--- src/rtl/edd_pkg.sv ---
// Shared types and constants of the error diffusion dither block.
package edd_pkg;

    // Field and register widths
    localparam int PIX_W      = 8;
    localparam int WIDTH_W    = 11;
    localparam int LEVELS_W   = 8;
    localparam int CFG_IDX_W  = 1;
    localparam int CFG_DATA_W = 11;

    // Width of the rounded level index |round(f * L)|
    localparam int QM_W = 12;

    // Register indexes of the configuration channel
    localparam logic [CFG_IDX_W-1:0] REG_IMAGE_WIDTH  = 1'd0;
    localparam logic [CFG_IDX_W-1:0] REG_QUANT_LEVELS = 1'd1;

    // Register reset values
    localparam logic [WIDTH_W-1:0]  RST_IMAGE_WIDTH  = 11'd640;
    localparam logic [LEVELS_W-1:0] RST_QUANT_LEVELS = 8'd1;

    // Commands from the controller to the datapath, one per step
    typedef struct packed {
        logic load;      // latch the pixel, handle start of frame, read the row store
        logic sum;       // add pixel and incoming error
        logic mul;       // scale by the level count
        logic rnd;       // round to a level index, load the divider
        logic div_step;  // two quotient bits
        logic err;       // quantization error and output value
        logic d5;        // reciprocal products for the two error shares
        logic fin;       // write back error, advance the column, emit result
    } t_cmd;

    // Status seen by the controller
    typedef struct packed {
        logic in_valid;
        logic out_free;
    } t_status;

endpackage

--- src/rtl/edd_ctrl.sv ---
// Step sequencer of the error diffusion dither block.
module edd_ctrl import edd_pkg::*; #(
    parameter int FRAC_BITS = 16
) (
    input  logic    i_clk,
    input  logic    i_rst_n,
    input  t_status i_status,
    output logic    o_in_ready,
    output t_cmd    o_cmd
);

    // Divider passes: two quotient bits per cycle over the dividend
    localparam int DIV_STEPS = (FRAC_BITS + QM_W + 1) / 2;
    localparam int CNTW      = $clog2(DIV_STEPS);
    localparam logic [CNTW-1:0] LAST_STEP = CNTW'(DIV_STEPS - 1);

    localparam logic [2:0] S_IDLE = 3'd0;
    localparam logic [2:0] S_SUM  = 3'd1;
    localparam logic [2:0] S_MUL  = 3'd2;
    localparam logic [2:0] S_RND  = 3'd3;
    localparam logic [2:0] S_DIV  = 3'd4;
    localparam logic [2:0] S_ERR  = 3'd5;
    localparam logic [2:0] S_D5   = 3'd6;
    localparam logic [2:0] S_FIN  = 3'd7;

    logic [2:0]      r_state, n_state;
    logic [CNTW-1:0] r_cnt, n_cnt;
    logic            accept;

    assign accept     = i_status.in_valid && (r_state == S_IDLE);
    assign o_in_ready = (r_state == S_IDLE);

    // Next state and commands
    always_comb begin
        n_state = r_state;
        n_cnt   = r_cnt;
        o_cmd   = '0;
        unique case (r_state)
            S_IDLE: begin
                if (accept) begin
                    o_cmd.load = 1'b1;
                    n_state    = S_SUM;
                end
            end
            S_SUM: begin
                o_cmd.sum = 1'b1;
                n_state   = S_MUL;
            end
            S_MUL: begin
                o_cmd.mul = 1'b1;
                n_state   = S_RND;
            end
            S_RND: begin
                o_cmd.rnd = 1'b1;
                n_cnt     = '0;
                n_state   = S_DIV;
            end
            S_DIV: begin
                o_cmd.div_step = 1'b1;
                if (r_cnt == LAST_STEP) begin
                    n_state = S_ERR;
                end else begin
                    n_cnt = r_cnt + 1'b1;
                end
            end
            S_ERR: begin
                o_cmd.err = 1'b1;
                n_state   = S_D5;
            end
            S_D5: begin
                o_cmd.d5 = 1'b1;
                n_state  = S_FIN;
            end
            S_FIN: begin
                // hold until the output register can take the result
                if (i_status.out_free) begin
                    o_cmd.fin = 1'b1;
                    n_state   = S_IDLE;
                end
            end
        endcase
    end

    always_ff @(posedge i_clk) begin
        if (!i_rst_n) begin
            r_state <= S_IDLE;
            r_cnt   <= '0;
        end else begin
            r_state <= n_state;
            r_cnt   <= n_cnt;
        end
    end

`ifndef NO_ASSERTIONS
    a_accept_starts: assert property (@(posedge i_clk) disable iff (!i_rst_n)
        accept |=> r_state == S_SUM)
        else $error("accepted pixel did not start the sequence");
    a_idle_holds: assert property (@(posedge i_clk) disable iff (!i_rst_n)
        (r_state == S_IDLE) && !i_status.in_valid |=> r_state == S_IDLE)
        else $error("sequencer left idle without a pixel");
    a_div_bound: assert property (@(posedge i_clk) disable iff (!i_rst_n)
        r_state == S_DIV |-> r_cnt <= LAST_STEP)
        else $error("divider pass count overran");
    a_div_exit: assert property (@(posedge i_clk) disable iff (!i_rst_n)
        (r_state == S_DIV) && (r_cnt == LAST_STEP) |=> r_state == S_ERR)
        else $error("divider did not finish after its last pass");
    a_fin_free: assert property (@(posedge i_clk) disable iff (!i_rst_n)
        o_cmd.fin |-> i_status.out_free)
        else $error("result issued while output register was full");
`endif

endmodule

--- config.mk ---
export PLATFORM = sky130hd
export DESIGN_NAME = edd_ctrl
export DESIGN_NICKNAME = d
export VERILOG_FILES = /design/src/rtl/edd_pkg.sv /design/src/rtl/edd_ctrl.sv
export SDC_FILE = /design/constraint.sdc
export NUM_CORES = 1
export LEC_CHECK = 0
export BUFFER_PORTS_ARGS = -buffer_cell sky130_fd_sc_hd__buf_2
export CAP_MARGIN = 20
export CORE_MARGIN = 2
export CORE_UTILIZATION = 26
export DETAILED_ROUTE_END_ITERATION = 8
export PLACE_DENSITY_LB_ADDON = 0.08
export SLEW_MARGIN = 25
export SYNTH_ARGS = -nofsm -noshare
export SYNTH_HDL_FRONTEND = slang
export SYNTH_SLANG_ARGS = --single-unit
export TNS_END_PERCENT = 10
--- constraint.sdc ---
create_clock -name i_clk -period 3.2 [get_ports i_clk]
set_input_delay 0.64 -clock i_clk [delete_from_list [all_inputs] [get_ports i_clk]]
set_output_delay 0.64 -clock i_clk [all_outputs]
set_load 0.005 [all_outputs]
==> key figures <==
Yosys
  • Synthesis warning total: 0
  • Synth area leaders: dfxtp_1 26%, ha_1 14%, mux2i_1 5.7%
  • Syn Area/Cell: 8.970 um^2
  • Syn Nets: 69
  • #FFs+latches synth: 7
  • Top cell type's share of synthesized area: 0.2648
  • Syn Inst Count: 59
  • Number of distinct library cells after synthesis: 30
  • Synth area leader: dfxtp_1
  • Syn Std Cell Area: 529.3 um^2
  • Register area share after synthesis: 0.2648

Layout
  • # diodes: 0
  • Multi-input gate area: 361.6 um^2
  • Fillers: 225
  • Final instance area: 640.6 um^2
  • # nets final: 84
  • Register Area: 140.1 um^2
  • Share of cells above drive strength 1: 0.3151
  • Area growth syn-to-layout: 21.04%

Worst setup path
  • Worst path max stage delay: 0.37 ns
  • CP Launch Type: register
  • Worst-path fanout max: 7
  • Worst path cell trace: inv_1 -> ha_1 -> nor2b_1 -> and2_1 -> buf_2
  • Worst Setup Path Type: reg -> out
  • Worst setup EP type: output pin
  • Critical path arrival: 1.41 ns
  • Critical Path RT: 2.56 ns
  • Slowest library cell on the worst path: dfxtp_1

Timing
  • Period minus WS final: 2.045 ns
  • Worst-Margin Slew: 0.3792 ns
  • Final hold vios: 0
  • Fmax: 0.4889 GHz
  • Setup TNS: 0 ns
  • Max-slew violations: 0
  • Final setup violation count: 0
  • Worst Skew: 0.0004414 ns
  • Rel. slew slack: 0.7469
  • RSZ-0062 raised after global routing: false
  • Crit share post-route: 0.6391

Placement
  • Final Wtd Congestion: 0.7222
  • I/O Buffers: 12
  • Placement-stage cell area: 614.3 um^2
  • Post-DP HPWL: 798.1 um

Power and ir drop
  • Clock power frac: 0.201
  • Int Pwr: 0.0002397 W
  • Psw: 0.0001510 W
  • Switch share: 0.3866
  • PwrDens: 610.0 nW/um^2
  • Leak Pwr: 0.3037 nW
  • Register share of total power: 0.323
  • Max VDD drop: 282.5 uV
  • Combinational power share: 0.476

Route
  • Vias: 451
  • Residual DRC: 0
  • Iteration-0 DRC count of the detailed router: 6
  • Via density: 4.510
  • Routed Antenna Nets: 0
  • First-pass DRT Iterations: 4
  • Wire per inst: 10.37 um
  • Drt total wl: 1037 um

Clock tree
  • CTS H-tree lvls: 1
  • Postcts setup bufs: 0
  • TritonCTS clock tree: yes
  • Clk slew on worst S/H paths: 0.05 ns
  • Clock sink count: 7
  • Resize count post-CTS: 0
  • Clk_lat worst skew: 0.25 ns
  • Clock root buffer: clkbuf_4
  • Number of buffers created by CTS: 3
  • Max clock buf depth: 2
  • # hold bufs at CTS: 0

Global routing
  • Antenna violations before repair: 0
  • Total gr overflow: 0
  • First-pass GRT wire length: 1807 um
  • Vias in the first global route: 428
  • GRT Total Usage: 0.09698
  • Largest net degree at the start of global routing: 16

Floorplan
  • FP Rows: 16
  • Initial Utilization: 0.2726
  • Die H: 49.12 um
  • Die area: 2412 um^2
  • Area of the core: 1942 um^2
  • Die span in x: 49.12 um
  • I/O pins: 13

Run
  • Maxcap violations: 0

Hold path
  • Worst Hold Class: reg -> reg

Status
  • Status: completed
==> area by class of cell <==
type	instances	share of cell area
Clock buffer	4	0.04102
Inverter	5	0.02930
Multi-Input combinational cell	45	0.5645
Sequential cell	7	0.2187
Tap cell	27	0.05273
Timing Repair Buffer	12	0.09375
==> per-layer routing <==
metal | routed length (um) | up-vias | GRT usage | share of wire
met5 | 0 | - | 0 | 0
met4 | 21 | 0 | 0.07143 | 0.020
met3 | 40 | 4 | 0.02147 | 0.039
met2 | 444 | 9 | 0.1464 | 0.43
met1 | 531 | 202 | 0.1196 | 0.51
li1 | - | 236 | - | -
==> metrics by stage <==
step / setup slack [ns] / instances / utilization / power [W] / hold slack (ns)
2_1_floorplan: 1.581 / 59 / - / 0.0002599 / 0.4677
3_3_place_gp: 1.414 / 96 / 0.3164 / 0.0003227 / 0.4940
3_5_place_dp: 1.415 / 96 / 0.3164 / 0.0003164 / 0.5053
4_1_cts: 1.135 / 100 / 0.3299 / 0.0003986 / 0.5124
5_1_grt: 1.052 / 100 / 0.3299 / 0.0004285 / 0.5367
6_report: 1.155 / 100 / 0.3299 / 0.0003907 / 0.5096
==> registers in the layout, summed over array words and instances, names as in the netlist <==
signal,count
r_state,3
r_cnt,4
==> power by group through the flow <==
stage,logic [W],clock network (W),registers (W)
floorplan,0.000143,0,0.000117
global placement,0.000194,0,0.000129
detailed placement,0.000188,0,0.000128
CTS,0.000189,0.0000831,0.000126
global route,0.000210,0.0000886,0.000130
finish,0.000186,0.0000787,0.000126
==> layout by cell type (no fill, tap or decap) <==
cell,synthesis,final
o21ai_0,3,3
and2_1,3,3
buf_2,1,12
dfxtp_1,7,7
nand2_2,1,1
o21a_1,1,1
nor3b_1,1,1
o211ai_1,1,1
nor2_1,2,2
o221a_1,1,1
nand2_1,4,4
a21oi_1,1,1
a21bo_2,1,1
inv_1,4,4
and3b_1,1,1
and3_1,2,2
nand2b_1,1,1
nand3_1,1,1
ha_1,6,6
a211oi_2,1,1
or4b_1,1,1
o221a_2,2,2
nor2b_1,3,3
and2b_1,1,1
nand3b_1,2,2
clkbuf_1,0,1
nand3_2,1,1
mux2i_1,3,3
clkbuf_4,0,3
inv_2,1,1
a21oi_4,1,1
==> cell families after synthesis <==
kind of cell | count (synthesis) | share of synthesized area
AOI/OAI and AO/OA | 12 | 0.2033
muxes | 3 | 0.05674
and+or+nand+nor | 24 | 0.2813
DFF | 7 | 0.2648
buffers and inverters | 7 | 0.05198
adders and majority gates | 6 | 0.1418
==> cells in the mapped netlist (all sizes together) <==
cell    n
dfxtp   7
ha      6
inv     5
nand2   5
and2    3
mux2i   3
nor2b   3
o21ai   3
o221a   3
a21oi   2
and3    2
buf     2
nand3   2
nand3b  2
nor2    2
a211oi  1
a21bo   1
and2b   1
and3b   1
nand2b  1
nor3b   1
o211ai  1
o21a    1
or4b    1
==> worst max-delay path: cells and delay by family, from the launching register on <==
kind | cells | cell delay (ns)
adder cells (fa/ha/maj) | 1 | 0.27
AND/OR/NAND/NOR | 2 | 0.32
flip-flops | 1 | 0.37
buffers and inverters | 2 | 0.20
==> final timing paths <==
| check | cells after the start | startpoint | slack, ns | to |
|---|---|---|---|---|
| max | 5 | r_state[0]$_SDFFE_PN0P_ | 1.15 | o_cmd[7] |
| min | 2 | r_state[1]$_SDFFE_PN0P_ | 0.51 | r_state[1]$_SDFFE_PN0P_ |
| max reg2reg | 6 | r_state[0]$_SDFFE_PN0P_ | 1.68 | r_state[1]$_SDFFE_PN0P_ |
| min reg2reg | 2 | r_state[1]$_SDFFE_PN0P_ | 0.51 | r_state[1]$_SDFFE_PN0P_ |
No activity file was read; power rests on OpenSTA's default activity.
